--- config.mk ---
export PLATFORM = sky130hd
export DESIGN_NAME = fixed_string_word_matcher_unit
export DESIGN_NICKNAME = d
export VERILOG_FILES = /design/src/hdl/fsw_pkg.sv /design/src/hdl/fsw_cfg.sv /design/src/hdl/fsw_core.sv /design/src/hdl/fixed_string_word_matcher_unit.sv
export VERILOG_INCLUDE_DIRS = /design/src /design/src/hdl
export SDC_FILE = /design/constraint.sdc
export NUM_CORES = 1
export LEC_CHECK = 0
export BUFFER_PORTS_ARGS = -buffer_cell sky130_fd_sc_hd__buf_2
export CORE_MARGIN = 2
export CORE_UTILIZATION = 45
export CTS_CLUSTER_DIAMETER = 60
export DETAILED_ROUTE_END_ITERATION = 7
export GPL_TIMING_DRIVEN = 0
export HOLD_SLACK_MARGIN = 0.06
export PLACE_DENSITY = 0.62
export REMOVE_ABC_BUFFERS = 1
export SLEW_MARGIN = 10
export SYNTH_ARGS = -nofsm -noshare
export SYNTH_HDL_FRONTEND = slang
export SYNTH_HIERARCHICAL = 1
export SYNTH_SLANG_ARGS = --single-unit
--- constraint.sdc ---
create_clock -name clk -period 8.65 [get_ports clk]
set_clock_uncertainty 0.15 [all_clocks]
set_input_delay 1.73 -clock clk [delete_from_list [all_inputs] [get_ports clk]]
set_output_delay 1.73 -clock clk [all_outputs]
set_load 0.1 [all_outputs]
--- src/hdl/fixed_string_word_matcher_unit_macros.svh ---
// ----------------------------------------------------------------------------
// Fixed string word matcher assertion macros
// Property shorthands for the matcher's concurrent checks. They expect clk
// and rst_n in scope.
// ----------------------------------------------------------------------------
`ifndef FIXED_STRING_WORD_MATCHER_UNIT_MACROS_SVH
`define FIXED_STRING_WORD_MATCHER_UNIT_MACROS_SVH

// same-cycle implication
`define FSW_ASSERT_IMP(lbl, ante, cons, msg) \
  lbl: assert property (@(posedge clk) disable iff (!rst_n) (ante) |-> (cons)) \
    else $error(msg);

// next-cycle implication
`define FSW_ASSERT_NXT(lbl, ante, cons, msg) \
  lbl: assert property (@(posedge clk) disable iff (!rst_n) (ante) |=> (cons)) \
    else $error(msg);

`endif

--- src/hdl/fsw_pkg.sv ---
// ----------------------------------------------------------------------------
// Fixed string word matcher package
// Sizes, configuration types and character helpers shared by the matcher.
// ----------------------------------------------------------------------------
package fsw_pkg;

  localparam int MAX_PATTERN  = 8;
  localparam int HIST_DEPTH   = MAX_PATTERN + 1;
  localparam int HIST_W       = $clog2(HIST_DEPTH);
  localparam int FILL_W       = $clog2(HIST_DEPTH + 1);
  localparam int SINCE_TOP    = (MAX_PATTERN > 15) ? MAX_PATTERN : 15;
  localparam int SINCE_W      = $clog2(SINCE_TOP + 1);
  localparam int PAT_IDX_W    = (MAX_PATTERN > 1) ? $clog2(MAX_PATTERN) : 1;
  localparam int PAT_REG_BITS = 64;
  localparam int PAT_REG_BYTES = PAT_REG_BITS / 8;
  localparam int LEN_W        = 4;
  localparam int COUNT_W      = 16;
  localparam int CFG_IDX_W    = 2;

  typedef enum logic [CFG_IDX_W-1:0] {
    CFG_PATTERN_BYTES  = 2'd0,
    CFG_PATTERN_LENGTH = 2'd1,
    CFG_FOLD_CASE      = 2'd2,
    CFG_WHOLE_WORDS    = 2'd3
  } cfg_index_t;

  typedef struct packed {
    logic [PAT_REG_BITS-1:0] pattern_bytes;
    logic [LEN_W-1:0]        pattern_length;
    logic                    fold_case;
    logic                    whole_words;
  } fsw_cfg_t;

  typedef struct packed {
    logic               found;
    logic [COUNT_W-1:0] line_count;
    logic               line_hit;
  } fsw_result_t;

  // ASCII letters only
  function automatic logic is_letter(logic [7:0] c);
    return (c inside {[8'h41:8'h5A]}) || (c inside {[8'h61:8'h7A]});
  endfunction

  function automatic logic [7:0] to_upper(logic [7:0] c);
    return (c inside {[8'h61:8'h7A]}) ? c - 8'h20 : c;
  endfunction

endpackage

--- src/hdl/fsw_cfg.sv ---
// ----------------------------------------------------------------------------
// Fixed string word matcher configuration registers
// Register file behind the write channel; always ready.
// ----------------------------------------------------------------------------
module fsw_cfg (
  input  logic                            clk,
  input  logic                            rst_n,
  input  logic                            cfg_valid,
  output logic                            cfg_ready,
  input  logic [fsw_pkg::CFG_IDX_W-1:0]   cfg_index,
  input  logic [fsw_pkg::PAT_REG_BITS-1:0] cfg_wdata,
  output fsw_pkg::fsw_cfg_t               cfg_o
);
  import fsw_pkg::*;

  fsw_cfg_t cfg_r;

  assign cfg_ready = 1'b1;
  assign cfg_o     = cfg_r;

  always_ff @(posedge clk) begin
    if (!rst_n) begin
      cfg_r.pattern_bytes  <= '0;
      cfg_r.pattern_length <= LEN_W'(1);
      cfg_r.fold_case      <= 1'b0;
      cfg_r.whole_words    <= 1'b0;
    end else if (cfg_valid) begin
      case (cfg_index_t'(cfg_index))
        CFG_PATTERN_BYTES:  cfg_r.pattern_bytes  <= cfg_wdata;
        CFG_PATTERN_LENGTH: cfg_r.pattern_length <= cfg_wdata[LEN_W-1:0];
        CFG_FOLD_CASE:      cfg_r.fold_case      <= cfg_wdata[0];
        CFG_WHOLE_WORDS:    cfg_r.whole_words    <= cfg_wdata[0];
        default: ;
      endcase
    end
  end

endmodule

--- src/hdl/fsw_core.sv ---
// ----------------------------------------------------------------------------
// Fixed string word matcher core
// Line state, window compare against the pattern and whole-word check.
// Result is combinational from the state and the current item.
// ----------------------------------------------------------------------------
module fsw_core (
  input  logic                  clk,
  input  logic                  rst_n,
  input  logic                  step,
  input  logic [7:0]            text_byte,
  input  logic                  line_end,
  input  fsw_pkg::fsw_cfg_t     cfg,
  output fsw_pkg::fsw_result_t  result
);
  import fsw_pkg::*;

  logic [7:0]         hist_r   [HIST_DEPTH];
  logic [7:0]         hist_nxt [HIST_DEPTH];
  logic [FILL_W-1:0]  fill_r,  fill_nxt;
  logic [SINCE_W-1:0] since_r, since_nxt;
  logic [COUNT_W-1:0] hits_r,  hits_nxt;
  logic               any_r,   any_nxt;

  logic [7:0]       pat_b [MAX_PATTERN];
  logic [LEN_W-1:0] len;
  logic             all_eq;
  logic             consumed;
  logic             reported;
  logic             before_letter;
  logic             cur_letter;
  logic [7:0]       last_pat;

  // bytes past the register read as zero
  for (genvar k = 0; k < MAX_PATTERN; k++) begin : g_pat
    if (k < PAT_REG_BYTES) begin : g_reg
      assign pat_b[k] = cfg.pattern_bytes[8*k +: 8];
    end else begin : g_zero
      assign pat_b[k] = 8'h00;
    end
  end

  always_comb begin
    if (cfg.pattern_length == '0) begin
      len = LEN_W'(1);
    end else if (int'(cfg.pattern_length) > MAX_PATTERN) begin
      len = LEN_W'(MAX_PATTERN);
    end else begin
      len = cfg.pattern_length;
    end
  end

  // window compare: pattern byte k against the byte len-1-k back
  always_comb begin
    logic [7:0]        p;
    logic [7:0]        t;
    logic [HIST_W-1:0] idx;
    all_eq = 1'b1;
    for (int k = 0; k < MAX_PATTERN; k++) begin
      idx = HIST_W'(int'(len) - 1 - k);
      p   = pat_b[k];
      t   = (k < int'(len)) ? hist_r[idx] : 8'h00;
      if (cfg.fold_case) begin
        p = to_upper(p);
        t = to_upper(t);
      end
      if (k < int'(len) && p != t) begin
        all_eq = 1'b0;
      end
    end
  end

  assign cur_letter    = !line_end && is_letter(text_byte);
  assign last_pat      = pat_b[PAT_IDX_W'(len - LEN_W'(1))];
  assign before_letter = (int'(fill_r) > int'(len)) && is_letter(hist_r[HIST_W'(len)]);
  assign consumed      = (int'(fill_r) >= int'(len)) && (int'(since_r) >= int'(len)) && all_eq;
  assign reported      = consumed && !(cfg.whole_words &&
                           ((is_letter(pat_b[0]) && before_letter) ||
                            (is_letter(last_pat) && cur_letter)));

  always_comb begin
    logic [SINCE_W-1:0] since_base;
    since_base = consumed ? '0 : since_r;
    hits_nxt   = (reported && hits_r != '1) ? hits_r + COUNT_W'(1) : hits_r;
    any_nxt    = any_r || reported;

    result.found      = reported;
    result.line_count = hits_nxt;
    result.line_hit   = line_end && any_nxt;

    hist_nxt[0] = text_byte;
    for (int i = 1; i < HIST_DEPTH; i++) begin
      hist_nxt[i] = hist_r[i-1];
    end
    fill_nxt  = (int'(fill_r) < HIST_DEPTH) ? fill_r + FILL_W'(1) : fill_r;
    since_nxt = (int'(since_base) < SINCE_TOP) ? since_base + SINCE_W'(1) : since_base;
  end

  always_ff @(posedge clk) begin
    if (!rst_n) begin
      for (int i = 0; i < HIST_DEPTH; i++) begin
        hist_r[i] <= 8'h00;
      end
      fill_r  <= '0;
      since_r <= SINCE_W'(SINCE_TOP);
      hits_r  <= '0;
      any_r   <= 1'b0;
    end else if (step) begin
      if (line_end) begin
        for (int i = 0; i < HIST_DEPTH; i++) begin
          hist_r[i] <= 8'h00;
        end
        fill_r  <= '0;
        since_r <= SINCE_W'(SINCE_TOP);
        hits_r  <= '0;
        any_r   <= 1'b0;
      end else begin
        hist_r  <= hist_nxt;
        fill_r  <= fill_nxt;
        since_r <= since_nxt;
        hits_r  <= hits_nxt;
        any_r   <= any_nxt;
      end
    end
  end

endmodule

--- src/hdl/fixed_string_word_matcher_unit.sv ---
// ----------------------------------------------------------------------------
// Fixed string word matcher unit
// Streams text bytes and reports leftmost non-overlapping pattern hits.
// ----------------------------------------------------------------------------
// One line byte (or a line terminator) goes in per transfer and exactly one
// result comes out per item; it passes the input register and the result
// register and waits there until the output is free. Throughput is one item
// per clock while the output is taken: the whole window compare, whole-word
// check and line state update are combinational between the two registers,
// limited by the 8-byte compare plus the count increment. A hit that ends at
// byte n is reported on item n+1 (or on the terminator). found, line_count
// (saturating at 65535) and, on the terminator item only, line_hit form the
// result. Configuration writes are taken every cycle and apply to the next
// compare; write them only while no item is in flight.
`include "fixed_string_word_matcher_unit_macros.svh"

module fixed_string_word_matcher_unit (
  input  logic                             clk,
  input  logic                             rst_n,
  // configuration write channel
  input  logic                             cfg_valid,
  output logic                             cfg_ready,
  input  logic [fsw_pkg::CFG_IDX_W-1:0]    cfg_index,
  input  logic [fsw_pkg::PAT_REG_BITS-1:0] cfg_wdata,
  // text input channel
  input  logic                             in_valid,
  output logic                             in_ready,
  input  logic [7:0]                       in_text_byte,
  input  logic                             in_line_end,
  // result channel
  output logic                             out_valid,
  input  logic                             out_ready,
  output logic                             out_found,
  output logic [fsw_pkg::COUNT_W-1:0]      out_line_count,
  output logic                             out_line_hit
);
  import fsw_pkg::*;

  fsw_cfg_t    cfg;
  fsw_result_t res;

  // input register
  logic       s1_valid_r;
  logic [7:0] s1_byte_r;
  logic       s1_end_r;
  logic       s1_adv;

  // result register
  logic               out_valid_r;
  logic               out_found_r;
  logic [COUNT_W-1:0] out_count_r;
  logic               out_hit_r;

  fsw_cfg u_cfg (
    .clk       (clk),
    .rst_n     (rst_n),
    .cfg_valid (cfg_valid),
    .cfg_ready (cfg_ready),
    .cfg_index (cfg_index),
    .cfg_wdata (cfg_wdata),
    .cfg_o     (cfg)
  );

  // the held item moves on when the result slot is empty or being drained
  assign s1_adv   = s1_valid_r && (!out_valid_r || out_ready);
  assign in_ready = !s1_valid_r || s1_adv;

  always_ff @(posedge clk) begin
    if (!rst_n) begin
      s1_valid_r <= 1'b0;
    end else if (in_ready) begin
      s1_valid_r <= in_valid;
    end
  end

  always_ff @(posedge clk) begin
    if (in_valid && in_ready) begin
      s1_byte_r <= in_text_byte;
      s1_end_r  <= in_line_end;
    end
  end

  // compare and line state; state advances on each processed item
  fsw_core u_core (
    .clk       (clk),
    .rst_n     (rst_n),
    .step      (s1_adv),
    .text_byte (s1_byte_r),
    .line_end  (s1_end_r),
    .cfg       (cfg),
    .result    (res)
  );

  always_ff @(posedge clk) begin
    if (!rst_n) begin
      out_valid_r <= 1'b0;
    end else if (s1_adv) begin
      out_valid_r <= 1'b1;
    end else if (out_ready) begin
      out_valid_r <= 1'b0;
    end
  end

  always_ff @(posedge clk) begin
    if (s1_adv) begin
      out_found_r <= res.found;
      out_count_r <= res.line_count;
      out_hit_r   <= res.line_hit;
    end
  end

  assign out_valid      = out_valid_r;
  assign out_found      = out_found_r;
  assign out_line_count = out_count_r;
  assign out_line_hit   = out_hit_r;

  // a reported hit is always counted
  `FSW_ASSERT_IMP(a_found_counted, out_valid_r && out_found_r, out_count_r != '0, "found without count")
  // a line with a hit has a nonzero total
  `FSW_ASSERT_IMP(a_hit_counted, out_valid_r && out_hit_r, out_count_r != '0, "line_hit without count")
  // a processed item always lands in the result register
  `FSW_ASSERT_NXT(a_adv_lands, s1_adv, out_valid_r, "processed item lost")

endmodule

==> results.md <==
- Kind of capture point of the worst setup path: flip-flop
- Total number of nets in the final design: 1,999
- Starting density of the core: 45.40%
- Number of vias per cell: 6.335
- Clock slew at the register clock pins of the worst setup and hold paths: 0.08 ns
- Max Buffers Root-to-Sink: 2
- Detailed Route WL: 53.37 mm
- Cell area power density: 128.9 mW/mm^2
- Placeable core region: 0.03437 sq mm
- Pin count of the biggest net entering global routing: 93
- Power consumption: 2.196 mW
- # clock sinks: 196
- Count of fill cells added during filler insertion: 3,331
- DRC: 0
- Start-to-end type of the worst setup path: reg2reg
- Most common library cell in the layout ignoring fill and taps: sky130_fd_sc_hd__nand2_1
- Synthesis-to-finish area growth: 9.148%
- Hold Crit Class: reg2reg
- Capture instance of the worst register-to-register path: u_core/since_r[1]$_SDFFE_PN1P_
- Cells after Synth: 1,884
- Worst Min Path Start: u_cfg/cfg_o[69]$_SDFFE_PN0P_
- Number of antenna violations at the first check in global routing: 1
- Per-instance average area after synthesis: 8.284 sq um
- Largest cells by area after synthesis: sky130_fd_sc_hd__dfxtp_1 (22%), sky130_fd_sc_hd__mux2i_1 (9.4%), sky130_fd_sc_hd__nand2_1 (7.6%)
- Vias after detailed routing: 14,890
- Clock Root Buffer: sky130_fd_sc_hd__clkbuf_16
- Required arrival time at the worst endpoint: 8.85 ns
- Worst setup SP type: flip-flop
- Routed len/inst: 22.71 microns
- Fraction of synthesis flops using an asynchronous set or reset pin: 0%
- Highest fanout seen on the critical path: 68
- Min cycle time layout: 8.365 ns
- FF+latch count, synth: 196
- Largest area contributor in the synthesized netlist: sky130_fd_sc_hd__dfxtp_1
- Post-Syn Area: 0.01561 sq mm
- Global-route usage over all layers: 29.11%
- Worst supply voltage drop on vdd: 0.0001419 V
- Number of slew-limit violations in the final report: 0
- Sink of the worst hold path: u_cfg/cfg_o[69]$_SDFFE_PN0P_
- Startpoint of the worst register-to-register path: u_cfg/cfg_o[5]$_SDFFE_PN0P_
- Number of instances on the worst hold path: 2
- Iteration-0 DRC Markers: 1,660
- Setup violation total in the final timing report: 0
- Dominant synthesized flop cell: sky130_fd_sc_hd__dfxtp_1
- TritonCTS clock tree: yes
- Unique masters post-synth: 106
- Utilization of the core after routing: 49.56%
- Router iterations before antenna repair: 6
- Number of synthesized flops with an enable pin: 27
- Arr. time, crit path: 8.57 ns
- Share of the yosys chip area belonging to registers: 26.87%
- Number of placement rows: 68
- Unrepaired setup endpoints after global routing: false
- Wire length of the first global-routing pass: 81.13 mm
- Horizontal extent of the die: 190.2 microns
- Number of warnings issued by yosys: 6
- Port Buffers: 99
- Static leakage: 6.069 nW
- Count of final hold-check violations: 0
- Number of cell instances on the worst register-to-register path: 21
- Number of max-capacitance violations reported: 0
- Number of routed nets with antenna violations: 0
- Deepest level of the CTS H-tree: 4
- Worst-case register-to-register setup slack: 0.28 ns
- Fraction of final layout cells sized beyond drive strength 1: 13.99%
- Top-area cell type share of the netlist area: 21.68%
- Overall overflow remaining after global route: 0
- Via count of the first global-routing pass: 13,530
- Number of I/O pins: 101
- Commonest cells after routing, fill and taps aside: sky130_fd_sc_hd__nand2_1 (317), sky130_fd_sc_hd__dfxtp_1 (165), sky130_fd_sc_hd__mux2i_1 (146)
- Max_slew headroom: 9.764%
- Post-detailed-placement half-perimeter wirelength: 38.87 mm
- Die height: 190.2 microns
- Clock buffer count from CTS: 17
- Final weighted congestion in routability-driven placement: 1.017
- Clk Latency, worst-skew pair: 0.46 ns
- Pin slew with the least headroom to its limit: 1.337 ns
- Outcome: finished clean
- Highest achievable clock rate: 119.5 MHz
- Final period utilization: 96.71%
- Area of the die: 0.03619 sq mm
## layout make-up
class | instances | area (sq um) | share of cell area (%)
Antenna cell | 1 | 2.502 | 0.01469
Clock buffer | 20 | 467.9 | 2.747
Clock inverter | 12 | 135.1 | 0.7933
Inverter | 64 | 247.7 | 1.454
Multi-Input combinational cell | 1480 | 10520 | 61.77
Sequential cell | 196 | 4202 | 24.67
Tap cell | 455 | 569.3 | 3.342
Timing Repair Buffer | 122 | 887.1 | 5.208
## Yosys cell counts, types with 10 or more instances
cell type and instances:
sky130_fd_sc_hd__nand2_1 317, sky130_fd_sc_hd__dfxtp_1 169, sky130_fd_sc_hd__mux2i_1 146, sky130_fd_sc_hd__a21oi_1 123
sky130_fd_sc_hd__nand3_1 111, sky130_fd_sc_hd__nor2_1 85, sky130_fd_sc_hd__clkbuf_1 70, sky130_fd_sc_hd__inv_1 58
sky130_fd_sc_hd__o21ai_0 50, sky130_fd_sc_hd__mux4_2 49, sky130_fd_sc_hd__buf_2 42, sky130_fd_sc_hd__xnor2_1 42
sky130_fd_sc_hd__ha_1 38, sky130_fd_sc_hd__xor2_1 34, sky130_fd_sc_hd__nor3_1 33, sky130_fd_sc_hd__edfxtp_1 27
sky130_fd_sc_hd__and3_1 24, sky130_fd_sc_hd__a22oi_1 22, sky130_fd_sc_hd__o211ai_1 22, sky130_fd_sc_hd__a211oi_1 20
sky130_fd_sc_hd__or3_1 19, sky130_fd_sc_hd__buf_1 17, sky130_fd_sc_hd__nand2b_1 17, sky130_fd_sc_hd__nand4_1 17
sky130_fd_sc_hd__a31oi_1 16, sky130_fd_sc_hd__nor2b_1 15, sky130_fd_sc_hd__or4_1 14, sky130_fd_sc_hd__and2_1 12
sky130_fd_sc_hd__nor3b_1 12, sky130_fd_sc_hd__o21ai_1 11, sky130_fd_sc_hd__o22ai_1 11, sky130_fd_sc_hd__mux2_2 10
sky130_fd_sc_hd__nor4_1 10, sky130_fd_sc_hd__o31ai_1 10
## critical path, stage by stage, from the launching register on
cell                       delay (ns)
sky130_fd_sc_hd__dfxtp_4         0.43
sky130_fd_sc_hd__buf_16          0.23
sky130_fd_sc_hd__inv_2           0.64
sky130_fd_sc_hd__nand2_8         0.42
sky130_fd_sc_hd__ha_1            0.60
sky130_fd_sc_hd__xnor2_4         0.50
sky130_fd_sc_hd__inv_2           0.36
sky130_fd_sc_hd__ha_4            0.40
sky130_fd_sc_hd__inv_1           0.44
sky130_fd_sc_hd__nor2_1          0.20
sky130_fd_sc_hd__a211oi_1        0.74
sky130_fd_sc_hd__nand4_1         0.17
sky130_fd_sc_hd__or2_1           0.31
sky130_fd_sc_hd__nand4_1         0.13
sky130_fd_sc_hd__mux2i_1         0.20
sky130_fd_sc_hd__o211ai_1        0.31
sky130_fd_sc_hd__or2_1           0.47
sky130_fd_sc_hd__nand2b_1        0.38
sky130_fd_sc_hd__and2_1          0.25
sky130_fd_sc_hd__ha_1            0.27
sky130_fd_sc_hd__or3_1           0.36
sky130_fd_sc_hd__o32a_1          0.17
## report_power, final
part           internal [mW]  leakage, nW  switching (mW)  total (mW)
clock network          0.434        0.300           0.386       0.819
logic                  0.140         4.14           0.259       0.399
registers              0.944         1.62          0.0335       0.977
## metrics by stage
stage,area [sq um],hold WS (ns),setup TNS (ns),instances,worst slack (ns)
detailed placement,16280,0.3079,-37.95,2309,-1.761
floorplan,14870,0.2847,-66.96,1740,-2.360
global placement,15930,0.3009,-378.13,2294,-7.624
global route,17030,0.3513,0,2349,0.01874
CTS,16940,0.3178,0,2343,0.05265
finish,17030,0.3138,0,2350,0.2846
## how the worst max path moves through the flow
| stage | startpoint | to | slack [ns] | depth (start not counted) |
|---|---|---|---|---|
| floorplan | u_cfg/cfg_o[5]$_SDFFE_PN0P_ | u_core/since_r[1]$_SDFFE_PN1P_ | -2.36 | 20 |
| detailed placement | u_cfg/cfg_o[3]$_SDFFE_PN0P_ | u_core/since_r[1]$_SDFFE_PN1P_ | -1.76 | 21 |
| finish | u_cfg/cfg_o[5]$_SDFFE_PN0P_ | u_core/since_r[1]$_SDFFE_PN1P_ | 0.28 | 21 |
| global placement | u_cfg/cfg_o[5]$_SDFFE_PN0P_ | u_core/since_r[1]$_SDFFE_PN1P_ | -7.62 | 20 |
| CTS | u_cfg/cfg_o[3]$_SDFFE_PN0P_ | u_core/since_r[1]$_SDFFE_PN1P_ | 0.05 | 21 |
| global route | u_cfg/cfg_o[5]$_SDFFE_PN0P_ | u_core/since_r[1]$_SDFFE_PN1P_ | 0.02 | 22 |
## timing repair
action,in CTS,in global routing
gates cloned,0,0
setup buffers,2,6
hold buffers,0,0
gates resized for setup,8,5
setup endpoints to repair,39,16
## metal layers
metal	vias up	wire length (microns)	track usage (%)
met5	-	0	0
met4	0	2098	11.99
met3	109	3969	4.766
met2	626	23920	45.12
met1	7233	23380	40.27
li1	6920	-	-
## kinds of logic after synthesis
logic type,Yosys count,synth area share [%]
adder cells (fa/ha/maj),38,3.047
multiplexers,210,17.52
other,1,0.02403
XOR/XNOR,81,4.907
AND/OR/NAND/NOR,735,23.25
flip-flops,196,26.87
AO/OA/AOI/OAI,415,18.10
buffers and inverters,208,6.278
## flip-flops by register name (all words and copies together) (netlist names)
| register | flops |
|---|---|
| out_found | 1 |
| out_line_count | 16 |
| out_line_hit | 1 |
| out_valid | 1 |
| s1_byte_r | 8 |
| s1_end_r | 1 |
| s1_valid_r | 1 |
| u_cfg/cfg_o | 70 |
| u_core/any_r | 1 |
| u_core/fill_r | 4 |
| u_core/hist_nxt | 64 |
| u_core/hist_r | 8 |
| u_core/hits_r | 16 |
| u_core/since_r | 4 |
Note: power is estimated with default switching activity, not from simulation.
